[config.mk]
export PLATFORM = sky130hd
export DESIGN_NAME = taylor_series_exp_sin_cos
export DESIGN_NICKNAME = d
export VERILOG_FILES = /design/src/rtl/core/tses_pkg.sv /design/src/rtl/core/tses_muldiv.sv /design/src/rtl/core/taylor_series_exp_sin_cos.sv
export SDC_FILE = /design/constraint.sdc
export NUM_CORES = 1
export LEC_CHECK = 0
export BUFFER_PORTS_ARGS = -buffer_cell sky130_fd_sc_hd__buf_2
export CAP_MARGIN = 20
export CORE_ASPECT_RATIO = 0.6
export CORE_MARGIN = 3
export CORE_UTILIZATION = 49
export DETAILED_ROUTE_END_ITERATION = 8
export PLACE_DENSITY = 0.72
export SETUP_SLACK_MARGIN = 0.1
export SLEW_MARGIN = 30
export SYNTH_ARGS = -nofsm -noshare
export SYNTH_HDL_FRONTEND = slang
export SYNTH_SLANG_ARGS = --single-unit
export TNS_END_PERCENT = 20
[constraint.sdc]
create_clock -name clk -period 6.5 [get_ports clk]
set_input_delay 0 -clock clk [delete_from_list [all_inputs] [get_ports clk]]
set_output_delay 0 -clock clk [all_outputs]
set_load 0.02 [all_outputs]
[src/rtl/core/tses_pkg.sv]
`timescale 1ns / 1ps
`default_nettype none
package tses_pkg;

  localparam int FRAC_BITS = 24;
  localparam int MAX_TERMS = 32;
  localparam int WORD_W    = 32;
  localparam int PROD_W    = 2 * WORD_W;
  localparam int SAT_W     = PROD_W + 2;
  localparam int DIV_W     = 16;
  localparam int CNT_W     = 7;
  localparam int TOL_W     = 25;
  localparam int X_W       = 28;
  localparam int STEP_W    = $clog2(WORD_W);

  typedef logic signed [WORD_W-1:0] word_t;

  localparam word_t WORD_MAX = {1'b0, {(WORD_W-1){1'b1}}};
  localparam word_t WORD_MIN = {1'b1, {(WORD_W-1){1'b0}}};
  localparam word_t FX_ONE   = word_t'(1 << FRAC_BITS);

  typedef enum logic [1:0] {
    MODE_EXP  = 2'd0,
    MODE_SIN  = 2'd1,
    MODE_COS  = 2'd2,
    MODE_NONE = 2'd3
  } mode_t;

  typedef enum logic [2:0] {
    S_IDLE,
    S_XSQ,
    S_CHECK,
    S_CALC,
    S_OUT
  } state_t;

  typedef enum logic [2:0] {
    M_IDLE,
    M_MUL,
    M_SCALE,
    M_PREP,
    M_DIV,
    M_DONE
  } md_state_t;

  typedef struct packed {
    word_t            a;
    word_t            b;
    logic [DIV_W-1:0] divisor;
    logic             negate;
  } md_req_t;

  function automatic word_t sat_word(input logic signed [SAT_W-1:0] v);
    word_t r;
    if (v > $signed({{(SAT_W-WORD_W){1'b0}}, WORD_MAX})) begin
      r = WORD_MAX;
    end else if (v < $signed({{(SAT_W-WORD_W){1'b1}}, WORD_MIN})) begin
      r = WORD_MIN;
    end else begin
      r = v[WORD_W-1:0];
    end
    return r;
  endfunction

  function automatic logic [WORD_W-1:0] mag_word(input word_t v);
    logic [WORD_W-1:0] r;
    r = v[WORD_W-1] ? (~v + 1'b1) : v;
    return r;
  endfunction

  function automatic logic signed [SAT_W-1:0] ext_word(input word_t v);
    logic signed [SAT_W-1:0] r;
    r = {{(SAT_W-WORD_W){v[WORD_W-1]}}, v};
    return r;
  endfunction

endpackage
`default_nettype wire

[src/rtl/core/tses_muldiv.sv]
`timescale 1ns / 1ps
`default_nettype none
module tses_muldiv (
  input  wire                 clk,
  input  wire                 rst_n,
  input  wire                 start,
  input  tses_pkg::md_req_t   req,
  output logic                done,
  output tses_pkg::word_t     res
);
  import tses_pkg::*;

  md_state_t               st_r, st_nxt;
  logic [PROD_W-1:0]       mcand_r, mcand_nxt;
  logic [PROD_W-1:0]       acc_r, acc_nxt;
  logic [WORD_W-1:0]       mplier_r, mplier_nxt;
  logic [WORD_W-1:0]       quo_r, quo_nxt;
  logic [DIV_W-1:0]        rem_r, rem_nxt;
  logic [DIV_W-1:0]        div_r, div_nxt;
  logic [STEP_W-1:0]       step_r, step_nxt;
  logic                    psign_r, psign_nxt;
  logic                    qsign_r, qsign_nxt;
  logic                    negate_r, negate_nxt;
  word_t                   prod_r, prod_nxt;
  word_t                   res_r, res_nxt;
  logic                    done_r, done_nxt;

  logic signed [PROD_W:0]   sprod;
  logic signed [PROD_W:0]   sshift;
  logic [DIV_W+1:0]         diff;
  logic signed [WORD_W:0]   qsigned;

  always_ff @(posedge clk) begin
    if (!rst_n) begin
      st_r   <= M_IDLE;
      done_r <= 1'b0;
    end else begin
      st_r   <= st_nxt;
      done_r <= done_nxt;
    end
    mcand_r  <= mcand_nxt;
    acc_r    <= acc_nxt;
    mplier_r <= mplier_nxt;
    quo_r    <= quo_nxt;
    rem_r    <= rem_nxt;
    div_r    <= div_nxt;
    step_r   <= step_nxt;
    psign_r  <= psign_nxt;
    qsign_r  <= qsign_nxt;
    negate_r <= negate_nxt;
    prod_r   <= prod_nxt;
    res_r    <= res_nxt;
  end

  always_comb begin
    st_nxt     = st_r;
    mcand_nxt  = mcand_r;
    acc_nxt    = acc_r;
    mplier_nxt = mplier_r;
    quo_nxt    = quo_r;
    rem_nxt    = rem_r;
    div_nxt    = div_r;
    step_nxt   = step_r;
    psign_nxt  = psign_r;
    qsign_nxt  = qsign_r;
    negate_nxt = negate_r;
    prod_nxt   = prod_r;
    res_nxt    = res_r;
    done_nxt   = 1'b0;
    sprod      = psign_r ? -$signed({1'b0, acc_r}) : $signed({1'b0, acc_r});
    sshift     = sprod >>> FRAC_BITS;
    diff       = {1'b0, rem_r, quo_r[WORD_W-1]} - {2'b00, div_r};
    qsigned    = qsign_r ? -$signed({1'b0, quo_r}) : $signed({1'b0, quo_r});
    case (st_r)
      M_IDLE: begin
        if (start) begin
          mcand_nxt  = {{(PROD_W-WORD_W){1'b0}}, mag_word(req.a)};
          mplier_nxt = mag_word(req.b);
          acc_nxt    = '0;
          psign_nxt  = req.a[WORD_W-1] ^ req.b[WORD_W-1];
          negate_nxt = req.negate;
          div_nxt    = req.divisor;
          step_nxt   = '0;
          st_nxt     = M_MUL;
        end
      end
      // shift-add, one multiplier bit per cycle
      M_MUL: begin
        if (mplier_r[0]) begin
          acc_nxt = acc_r + mcand_r;
        end
        mcand_nxt  = {mcand_r[PROD_W-2:0], 1'b0};
        mplier_nxt = {1'b0, mplier_r[WORD_W-1:1]};
        step_nxt   = step_r + 1'b1;
        if (step_r == STEP_W'(WORD_W-1)) begin
          st_nxt = M_SCALE;
        end
      end
      M_SCALE: begin
        prod_nxt = sat_word({sshift[PROD_W], sshift});
        st_nxt   = M_PREP;
      end
      M_PREP: begin
        quo_nxt   = mag_word(prod_r);
        rem_nxt   = '0;
        qsign_nxt = prod_r[WORD_W-1] ^ negate_r;
        step_nxt  = '0;
        st_nxt    = M_DIV;
      end
      // restoring division, one quotient bit per cycle
      M_DIV: begin
        if (!diff[DIV_W+1]) begin
          rem_nxt = diff[DIV_W-1:0];
          quo_nxt = {quo_r[WORD_W-2:0], 1'b1};
        end else begin
          rem_nxt = {rem_r[DIV_W-2:0], quo_r[WORD_W-1]};
          quo_nxt = {quo_r[WORD_W-2:0], 1'b0};
        end
        step_nxt = step_r + 1'b1;
        if (step_r == STEP_W'(WORD_W-1)) begin
          st_nxt = M_DONE;
        end
      end
      M_DONE: begin
        res_nxt  = sat_word({{(SAT_W-WORD_W-1){qsigned[WORD_W]}}, qsigned});
        done_nxt = 1'b1;
        st_nxt   = M_IDLE;
      end
      default: begin
        st_nxt = M_IDLE;
      end
    endcase
  end

  assign done = done_r;
  assign res  = res_r;

`ifndef NO_ASSERTIONS
  a_start_runs: assert property (@(posedge clk) disable iff (!rst_n)
    (start && st_r == M_IDLE) |=> st_r == M_MUL)
    else $error("muldiv did not start");
  a_done_after_div: assert property (@(posedge clk) disable iff (!rst_n)
    done_r |-> $past(st_r) == M_DONE)
    else $error("done without finishing division");
  a_no_divide_by_zero: assert property (@(posedge clk) disable iff (!rst_n)
    st_r == M_DIV |-> div_r != '0)
    else $error("zero divisor");
`endif

endmodule
`default_nettype wire

[src/rtl/core/taylor_series_exp_sin_cos.sv]
// channel  dir  tdata                                        tuser
// in_      in   x_value[27:0] tolerance[52:28] pad[55:53]    mode[1:0]
// out_     out  result[31:0] terms_used[37:32]               -
//               not_converged[38] pad[39]
// each term costs one serial multiply and one serial divide
// unused mode skips the series and gives a zero result; one item is worked at a time
// reset is synchronous, active low, and clears control only
// a new word is taken while the previous result waits on out_tready
`timescale 1ns / 1ps
`default_nettype none
module taylor_series_exp_sin_cos (
  input  wire         clk,
  input  wire         rst_n,
  input  wire         in_tvalid,
  output logic        in_tready,
  input  wire  [55:0] in_tdata,   // x_value, tolerance
  input  wire  [1:0]  in_tuser,   // mode
  output logic        out_tvalid,
  input  wire         out_tready,
  output logic [39:0] out_tdata   // result, terms_used, not_converged
);
  import tses_pkg::*;

  state_t            st_r, st_nxt;
  mode_t             mode_r, mode_nxt;
  word_t             x_r, x_nxt;
  logic [TOL_W-1:0]  tol_r, tol_nxt;
  word_t             xsq_r, xsq_nxt;
  word_t             term_r, term_nxt;
  word_t             sum_r, sum_nxt;
  logic [CNT_W-1:0]  cnt_r, cnt_nxt;
  logic [CNT_W-1:0]  idx_r, idx_nxt;
  logic              nc_r, nc_nxt;
  logic              start_r, start_nxt;
  md_req_t           req_r, req_nxt;
  logic              out_valid_r, out_valid_nxt;
  logic [39:0]       out_data_r, out_data_nxt;

  logic              md_done;
  word_t             md_res;
  logic              above;
  logic [2*CNT_W-1:0] pair;
  word_t             x_in;

  tses_muldiv u_md (
    .clk   (clk),
    .rst_n (rst_n),
    .start (start_r),
    .req   (req_r),
    .done  (md_done),
    .res   (md_res)
  );

  always_ff @(posedge clk) begin
    if (!rst_n) begin
      st_r        <= S_IDLE;
      start_r     <= 1'b0;
      out_valid_r <= 1'b0;
    end else begin
      st_r        <= st_nxt;
      start_r     <= start_nxt;
      out_valid_r <= out_valid_nxt;
    end
    mode_r     <= mode_nxt;
    x_r        <= x_nxt;
    tol_r      <= tol_nxt;
    xsq_r      <= xsq_nxt;
    term_r     <= term_nxt;
    sum_r      <= sum_nxt;
    cnt_r      <= cnt_nxt;
    idx_r      <= idx_nxt;
    nc_r       <= nc_nxt;
    req_r      <= req_nxt;
    out_data_r <= out_data_nxt;
  end

  always_comb begin
    st_nxt        = st_r;
    mode_nxt      = mode_r;
    x_nxt         = x_r;
    tol_nxt       = tol_r;
    xsq_nxt       = xsq_r;
    term_nxt      = term_r;
    sum_nxt       = sum_r;
    cnt_nxt       = cnt_r;
    idx_nxt       = idx_r;
    nc_nxt        = nc_r;
    start_nxt     = 1'b0;
    req_nxt       = req_r;
    out_valid_nxt = out_valid_r && !out_tready;
    out_data_nxt  = out_data_r;
    in_tready     = (st_r == S_IDLE);
    x_in          = {{(WORD_W-X_W){in_tdata[X_W-1]}}, in_tdata[X_W-1:0]};
    above         = mag_word(term_r) > {{(WORD_W-TOL_W){1'b0}}, tol_r};
    pair          = idx_r * (idx_r - 1'b1);
    case (st_r)
      S_IDLE: begin
        if (in_tvalid) begin
          mode_nxt = mode_t'(in_tuser);
          x_nxt    = x_in;
          tol_nxt  = in_tdata[X_W+TOL_W-1:X_W];
          case (mode_t'(in_tuser))
            MODE_EXP: begin
              term_nxt = FX_ONE;
              sum_nxt  = '0;
              cnt_nxt  = '0;
              idx_nxt  = CNT_W'(1);
              st_nxt   = S_CHECK;
            end
            MODE_SIN, MODE_COS: begin
              req_nxt.a       = x_in;
              req_nxt.b       = x_in;
              req_nxt.divisor = DIV_W'(1);
              req_nxt.negate  = 1'b0;
              start_nxt       = 1'b1;
              st_nxt          = S_XSQ;
            end
            default: begin
              sum_nxt = '0;
              cnt_nxt = '0;
              nc_nxt  = 1'b0;
              st_nxt  = S_OUT;
            end
          endcase
        end
      end
      S_XSQ: begin
        if (md_done) begin
          xsq_nxt  = md_res;
          term_nxt = (mode_r == MODE_SIN) ? x_r : FX_ONE;
          sum_nxt  = (mode_r == MODE_SIN) ? x_r : FX_ONE;
          cnt_nxt  = CNT_W'(1);
          idx_nxt  = (mode_r == MODE_SIN) ? CNT_W'(3) : CNT_W'(2);
          st_nxt   = S_CHECK;
        end
      end
      S_CHECK: begin
        if (above && cnt_r < CNT_W'(MAX_TERMS)) begin
          start_nxt = 1'b1;
          req_nxt.a = term_r;
          if (mode_r == MODE_EXP) begin
            sum_nxt         = sat_word(ext_word(sum_r) + ext_word(term_r));
            cnt_nxt         = cnt_r + 1'b1;
            req_nxt.b       = x_r;
            req_nxt.divisor = {{(DIV_W-CNT_W){1'b0}}, idx_r};
            req_nxt.negate  = 1'b0;
          end else begin
            req_nxt.b       = xsq_r;
            req_nxt.divisor = {{(DIV_W-2*CNT_W){1'b0}}, pair};
            req_nxt.negate  = 1'b1;
          end
          st_nxt = S_CALC;
        end else begin
          nc_nxt = above;
          st_nxt = S_OUT;
        end
      end
      S_CALC: begin
        if (md_done) begin
          term_nxt = md_res;
          if (mode_r == MODE_EXP) begin
            idx_nxt = idx_r + 1'b1;
          end else begin
            sum_nxt = sat_word(ext_word(sum_r) + ext_word(md_res));
            cnt_nxt = cnt_r + 1'b1;
            idx_nxt = idx_r + CNT_W'(2);
          end
          st_nxt = S_CHECK;
        end
      end
      S_OUT: begin
        if (!out_valid_r || out_tready) begin
          out_valid_nxt = 1'b1;
          out_data_nxt  = {1'b0, nc_r, cnt_r[5:0], sum_r};
          st_nxt        = S_IDLE;
        end
      end
      default: begin
        st_nxt = S_IDLE;
      end
    endcase
  end

  assign out_tvalid = out_valid_r;
  assign out_tdata  = out_data_r;

`ifndef NO_ASSERTIONS
  a_busy_after_accept: assert property (@(posedge clk) disable iff (!rst_n)
    (in_tvalid && in_tready) |=> st_r != S_IDLE)
    else $error("accepted word did not start work");
  a_count_bound: assert property (@(posedge clk) disable iff (!rst_n)
    st_r == S_CHECK |-> cnt_r <= CNT_W'(MAX_TERMS))
    else $error("term count beyond limit");
  a_nc_at_limit: assert property (@(posedge clk) disable iff (!rst_n)
    (out_valid_r && out_data_r[38]) |-> out_data_r[37:32] == 6'(MAX_TERMS))
    else $error("not converged below term limit");
`endif

endmodule
`default_nettype wire

## Word level (Yosys, flattened, before mapping)

Index checks and enable logic that the tools add are counted.

| word-level totals | value |
|---|---|
| bits in registers | 591 |
| input bits | 62 |
| logic and storage cells | 204 |

| cells by class | value |
|---|---|
| add/sub/neg operators | 15 |
| $mul | 1 |
| $lt $le $gt $ge | 10 |
| equal/unequal tests | 30 |
| muxes and demuxes | 79 |
| bitwise gates (word level) | 6 |
| reduce and logical (&&, ||, !) cells | 32 |

Operator list:

| cell | number |
|---|---|
| $mux W32 | 22 |
| $pmux W64 S2 | 2 |
| $mux W81 | 3 |
| $mux W64 | 3 |
| $pmux W81 S2 | 1 |
| $add A32 B1 Y32 const B | 4 |
| $not A32 Y32 | 4 |
| $pmux W32 S2 | 2 |
| $pmux W32 S4 | 1 |
| $gt A33 B32 Y1 const B | 3 |
| $lt A33 B32 Y1 const B | 3 |
| $pmux W32 S3 | 1 |
| $mux W7 | 12 |
| $add A32 B32 Y33 | 2 |
| $mux W65 | 1 |
| $neg A64 Y65 | 1 |
| $add A64 B64 Y64 | 1 |
| $mux W49 | 1 |
| $gt A41 B32 Y1 const B | 1 |
| $lt A41 B32 Y1 const B | 1 |
| $mux W33 | 1 |
| $neg A32 Y33 | 1 |
| $gt A32 B25 Y1 | 1 |
| $pmux W16 S2 | 1 |
| other kinds (42) | 100 |

## Longest topological paths before layout

Gate-level depths: netlist of the first run.

| logic depth | value |
|---|---|
| depth after elaboration | 7 |
| depth in mapped cells | 25 |
| mapped depth without buffers | 24 |

## By module

From an unflattened synthesis of the first run, not the netlist that was laid out.

| unflattened totals | value |
|---|---|
| cell total of the unflattened synthesis | 3555 |
| area total of the unflattened synthesis | 36678.9 um^2 |

By module, submodules not included:

| module | times used | cells an instance | area each (um^2) | seq. area each (um^2) |
|---|---|---|---|---|
| tses_muldiv | 1 | 1901 | 18845.6 | 8968.6 |
| taylor_series_exp_sin_cos | 1 | 1654 | 17833.4 | 8628.3 |

## Worst setup path before layout of the first run

Ideal clock, no wire load.

| timing | value |
|---|---|
| path type | reg2reg |
| start point | register term_r[0] |
| end point | register req_r[0] (netlist name), enable pin |
| setup time | 0.789 ns |
| arrival time | 5.108 ns |
| required time | 5.711 ns |
| slack | 0.603 ns |
| stages on the path, launching flop included | 18 |
| buffers on the path | 0 |
| cells stage by stage | edfxtp_1 -> or2_0 -> or4_4 -> or3_4 -> nand2b_1 -> o21ai_0 -> xnor2_1 -> ha_1 -> a21o_1 -> a21o_1 -> a21o_1 -> a221oi_1 -> o31ai_1 -> a211oi_1 -> a21oi_1 -> nor4_2 -> or4_4 -> nand2_1 |

| between the ends | value |
|---|---|
| cells in the longest elaborated chain, start to end | 7 |

Ends and longest elaborated chain:

| element | RTL line | text |
|---|---|---|
| from (decl) | taylor_series_exp_sin_cos.sv:29 | `word_t term_r, term_nxt;` |
| from (signal assigned) | taylor_series_exp_sin_cos.sv:68 | `term_r <= term_nxt;` |
| $not A32 Y32 | tses_pkg.sv:67 | `r = v[WORD_W-1] ? (~v + 1'b1) : v;` |
| $add A32 B1 Y32 | tses_pkg.sv:67 |  |
| $mux W32 (*) | tses_pkg.sv:67 |  |
| $gt A32 B25 Y1 (*) | taylor_series_exp_sin_cos.sv:94 | `above = mag_word(term_r) > {{(WORD_W-TOL_W){1'b0}}, tol_r};` |
| $logic_and A1 B1 Y1 (*) | taylor_series_exp_sin_cos.sv:138 | `if (above && cnt_r < CNT_W'(MAX_TERMS)) begin` |
| $ne A2 B2 Y1 (no line) (*) | - |  |
| $reduce_and A4 Y1 (no line) (*) | - |  |
| to (signal assigned) | taylor_series_exp_sin_cos.sv:73 | `req_r <= req_nxt;` |
| to (decl) | taylor_series_exp_sin_cos.sv:35 | `md_req_t req_r, req_nxt;` |

Every way passes the cells marked *; elsewhere a longest branch is shown, timed or not.
A chain may end at the register's enable or synchronous reset.

## Final worst setup path of the first run

| timing | value |
|---|---|
| start point | register idx_r[1] |
| end point | register req_r[13] (netlist name) (data pin) |

| between the ends | value |
|---|---|
| cells in the longest elaborated chain, start to end | 5 |

Ends and longest elaborated chain:

| element | RTL line | text |
|---|---|---|
| from (decl) | taylor_series_exp_sin_cos.sv:32 | `logic [CNT_W-1:0] idx_r, idx_nxt;` |
| from (signal assigned) | taylor_series_exp_sin_cos.sv:71 | `idx_r <= idx_nxt;` |
| $sub A7 B1 Y8 | taylor_series_exp_sin_cos.sv:95 | `pair = idx_r * (idx_r - 1'b1);` |
| $mul A8 B8 Y14 (*) | taylor_series_exp_sin_cos.sv:95 |  |
| $mux W49 (*) | taylor_series_exp_sin_cos.sv:141 | `if (mode_r == MODE_EXP) begin` |
| $mux W81 (*) | taylor_series_exp_sin_cos.sv:138 |  |
| $pmux W81 S2 (*) | taylor_series_exp_sin_cos.sv:96 | `case (st_r)` |

Every way passes the cells marked *; elsewhere a longest branch is shown, timed or not. The select of a mux whose other input is x is not followed.

==> out/results.ini, run 1 <==
[sta]
relSlewSlack_pct=34.4
finalCriticalPeriod_ns=5.86
fin_ws_ns=0.640
period_share_pct=90.2
drv_slew=0
tns_ns=0
worstMarginPinSlew_ns=0.975
rsz0062_at_grt=no
hold_viol_final=0
finalSetupViolCount=0
max_freq_ghz=0.171
finClkSkew_ns=0.0457

[finish]
nets=4054
area_growth_pct=11.5
final_cells=4771
drive_gt1_share_pct=7.80

[die]
die_w_um=359
coreArea_um2=73900
start_util_pct=49.6
io_pins=104
die_y_um=218
placementRows=77
dieArea_um2=78300

[clock_tree]
cts_resized=0
h-tree-depth=2
cts_root_buf=clkbuf_16
tritoncts=done
clock_latency_ns=0.66
numClockSinks=587
clk_pin_slew_worst_paths_ns=0.07
clockBufferDepth=3
cts_made_buffers=56

[critical_path]
cp_cell_sequence=inv_1 -> ha_1 -> inv_1 -> or3_1 -> or3_1 -> ha_1 -> nand2b_1 -> fa_1 -> fa_1 -> inv_1 -> fa_1 -> inv_1 -> fa_1 -> inv_1 -> ha_1 -> o21ai_0 -> nand2b_1 -> a21oi_1 -> o21bai_1 -> a21o_1 -> a21oi_1 -> xor2_1 -> nor2_1
worstReg2RegStart=idx_r[1]
rr_endpoint=req_r[13]
reg2reg_depth=23
worst-path-stages=23
cp-start-kind=flip-flop
cp_slowest_cell=fa_1
reg2reg_slack_ns=0.64
end_kind=flip-flop
worst-setup-path-type=flip-flop to flip-flop
path_buf_inv=5
crit_arrival_ns=6.22
cpMostUsedCell=inv_1
critPathMaxFanout=5
critical-path-top-delay-family=adder cells
required_ns=6.86
critical_path.max_stage_delay_ns=0.55

[logic_synthesis]
synth_nets=3936
synthDistinctLibCells=85
ys_ff_latch=587
async_flop_share_pct=0
synth-main-ff-cell=edfxtp_1
synth_top_cell_by_area=edfxtp_1
yosysSeqAreaShare_pct=47.8
synth_edf_count=578
synth_area_um2=36700
synth_most_common_cell=edfxtp_1
synth_area_leaders=edfxtp_1 47%, ha_1 7.6%, nand2_1 5.0%, xor2_1 4.6%, o21ai_0 4.2%
synth_top_area_share_pct=47.3
synthTopCellsByCount=578 x edfxtp_1, 493 x nand2_1, 311 x o21ai_0
syn_inst=3617
syn_area_per_cell_um2=10.1
yosysWarnings=0

[global_routing]
grt_pass1_wl_um=163000
track_usage_pct=26.9
antenna_found_initial=6
first_global_vias=26300
grt_max_degree=109
grt_overflow=0

[drt]
vias=29300
drt_wl_total_um=108000
vias_per_cell=6.14
post-route-drc-count=0
ant_nets=0
routedWlPerCell_um=22.6
dr.pass1.iters=7
drt-initial-drc-count=4404

[min_path]
hp-class=primary input to flip-flop
whs_path_depth=2
hold_end=x_r[25]
min_from=in_tdata[25]

[power]
p_leak_uw=0.0159
power.density_nw_per_um2=259
peakVddDrop_uv=197

[placed_design]
place_inst=4603
post-dp-hpwl_um=79900
pre_cts_slack_ns=0.652
port-buffer-count=99
place.gp.congestion=0.961

[status]
status=completed

[run]
drv_cap=0

-- through the flow --
step	cell area [um2]	total power [uW]	util, %	hold WS (ns)
finish	40900	10600	55.4	0.0772
floorplan	36700	6320	-	0.0989
global route	40900	11000	55.4	0.0813
CTS	40900	10600	55.3	0.0475
detailed placement	38300	7000	51.9	0.179
global placement	38200	6940	51.7	0.177
-- logic make-up after synthesis --
kind of cell | Yosys count | share of synthesized area (%)
buf+inv | 315 | 3.28
other cells | 1 | 0.0102
flops | 587 | 47.8
fa+ha+maj | 259 | 9.54
xor+xnor | 306 | 7.33
mux | 49 | 1.34
simple gates | 1196 | 15.4
compound gates | 904 | 15.3
-- metal layers --
layer / routed length (um) / global-route usage, % / part of all wire (%)
met5: 79 / 0.306 / 0.073
met4: 2150 / 5.83 / 2.0
met1: 50500 / 43.6 / 47
met3: 15800 / 9.29 / 15
met2: 39300 / 33.1 / 36
-- report_power, final --
part	total, uW	switching, uW	internal, uW
clock	3580	1590	1990
sequential	4780	252	4530
combinational	2260	1420	835
-- state kept, by name, indices dropped and copies added (netlist names), 25 cells and up --
name,flops
out_tdata,39
req_r,79
sum_r,32
term_r,32
tol_r,25
u_md.acc_r,64
u_md.mcand_r,64
u_md.mplier_r,32
u_md.prod_r,32
u_md.quo_r,32
u_md.res,32
x_r,28
xsq_r,32
-- placed cells by master, fill, tap and decap left out, types with 66 or more instances in the layout --
master and n:
nor2_1 230, nand2_1 491, a21oi_1 202, ha_1 222, a21o_1 81, buf_2 99
edfxtp_1 578, o21ai_0 309, xnor2_1 111, xor2_1 194, nand3_1 70, o31ai_1 66
inv_1 173
-- worst max-delay path by stage --
stage | start | to
after CTS | idx_r[1] | req_r[13]
after global routing | idx_r[1] | req_r[14]
after detailed placement | idx_r[1] | req_r[13]
after global placement | idx_r[1] | req_r[13]
after floorplan | term_r[0] | req_r[0]
final | idx_r[1] | req_r[13]
-- area by class of cell --
cell class                 count  area, um2
antenna                        2       5.00
clock buffer                  62       1450
clock inverter                43        508
fill                        6258      33000
inverter                     174        653
multi-input combinational   2715      18000
sequential                   587      17500
tap                          987       1230
timing repair buffer         201       1490
-- repair_timing --
action / CTS / global route
hold buffers: 58 / 0
buffers inserted: 0 / 0
hold endpoints to repair: 129 / 0
(Power assumes the default switching activity.)
==> inputs of run 2 (changes only) <==
Settings changed: PLACE_DENSITY 0.72 to 0.68, SKIP_CTS_REPAIR_TIMING from default to 1.
==> out/results.ini, run 2 (same netlist as run 1, synthesis figures left out) <==
[global_routing]
first_global_vias=25400
grt_pass1_wl_um=161000
track_usage_pct=26.9
antenna_found_initial=4
grt_max_degree=112
grt_overflow=0

[drt]
routedWlPerCell_um=22.8
drt_wl_total_um=109000
post-route-drc-count=0
vias_per_cell=6.07
ant_nets=0
dr.pass1.iters=8
drt-initial-drc-count=3722
vias=28900

[run]
drv_cap=0

[sta]
finClkSkew_ns=0.0379
finalSetupViolCount=0
hold_viol_final=0
finalCriticalPeriod_ns=5.83
whs_ns=0.0928
worstMarginPinSlew_ns=0.992
max_freq_ghz=0.171
drv_slew=0
period_share_pct=89.8
rsz0062_at_grt=no
tns_ns=0
relSlewSlack_pct=33.2

[die]
placementRows=77
die_y_um=218
start_util_pct=49.6
dieArea_um2=78300
die_w_um=359
io_pins=104
coreArea_um2=73900

[clock_tree]
h-tree-depth=2
cts_made_buffers=57
cts_root_buf=clkbuf_16
clock_latency_ns=0.65
clockBufferDepth=3
tritoncts=done
clk_pin_slew_worst_paths_ns=0.06
numClockSinks=587

[critical_path]
worstReg2RegStart=idx_r[1]
reg2reg_depth=23
critPathMaxFanout=5
worst-setup-path-type=flip-flop to flip-flop
end_kind=flip-flop
required_ns=6.87
crit_arrival_ns=6.20
rr_endpoint=req_r[14]
cp-start-kind=flip-flop
crit_start=idx_r[1]
reg2reg_slack_ns=0.67
crit_end=req_r[14]

[finish]
nFillCells=6327
reg_top3=req_r: 79 flops, u_md.acc_r: 64 flops, u_md.mcand_r: 64 flops
nets=4055
drive_gt1_share_pct=7.38
final_common_cell=edfxtp_1
final_cell_area_um2=40800
seq_area_um2=17500
regMostFlops=req_r
n_antenna_cell=0
largest_reg_flops=79
area_growth_pct=11.4
layout_common_cells=578 x edfxtp_1, 491 x nand2_1, 309 x o21ai_0
multiInputGateArea_um2=18000

[power]
p_leak_uw=0.0159
power.density_nw_per_um2=258
peakVddDrop_uv=220
power.total_uw=10500

[min_path]
hp-class=primary input to flip-flop

[placed_design]
port-buffer-count=99
placed_cell_area_um2=38300
place.gp.congestion=0.964
post-dp-hpwl_um=82100

[status]
status=completed

==> run 2: through the flow <==
stage | setup slack, ns | instances | utilization (%)
floorplan | 0.603 | 3617 | -
global placement | 0.705 | 4601 | 51.8
detailed placement | 0.690 | 4603 | 51.8
CTS | 0.670 | 4709 | 54.4
global route | 0.302 | 4770 | 55.3
finish | 0.665 | 4770 | 55.3
==> run 2: area by class of cell <==
cell class | instances | area share, %
inverter | 174 | 1.60
multi-input combinational | 2715 | 44.2
timing repair buffer | 201 | 3.61
tap | 987 | 3.02
sequential | 587 | 42.9
clock inverter | 33 | 0.894
clock buffer | 73 | 3.77
==> run 2: power by group <==
| group | internal (uW) | total (uW) | switching, uW |
|---|---|---|---|
| registers | 4530 | 4780 | 247 |
| logic | 837 | 2260 | 1420 |
| clock network | 1980 | 3510 | 1530 |
| total | 7350 | 10500 | 3200 |
==> run 2: worst min-delay path by stage <==
stage / endpoint / from / cells past startpoint
after floorplan: mode_r[0] / in_tuser[0] / 0
after global placement: tol_r[15] / in_tdata[43] / 1
after detailed placement: tol_r[10] / in_tdata[38] / 1
after CTS: tol_r[21] / in_tdata[49] / 1
after global routing: tol_r[7] / in_tdata[35] / 2
final: tol_r[3] / in_tdata[31] / 2
==> run 2: worst max-delay path: stages, from the launching register on <==
cell	delay (ns)
edfxtp_1	0.38
inv_1	0.16
ha_1	0.17
inv_1	0.05
or3_1	0.35
or3_1	0.33
ha_1	0.34
nand2b_1	0.18
fa_1	0.49
fa_1	0.55
inv_1	0.05
fa_1	0.52
inv_1	0.06
fa_1	0.53
inv_1	0.04
ha_1	0.29
inv_1	0.09
o21bai_1	0.08
a21oi_1	0.23
o21bai_1	0.10
a21oi_1	0.23
o21ai_0	0.16
xnor2_1	0.15
nor2_1	0.05
==> run 2: per-layer routing <==
layer	global-route usage (%)	up-vias	wire [um]	part of all wire (%)
met5	0	-	35	0.032
met3	9.72	117	15700	14
met1	44.9	13900	53000	49
met2	31.7	1529	38500	35
met4	4.70	6	1610	1.5
li1	-	13400	-	-
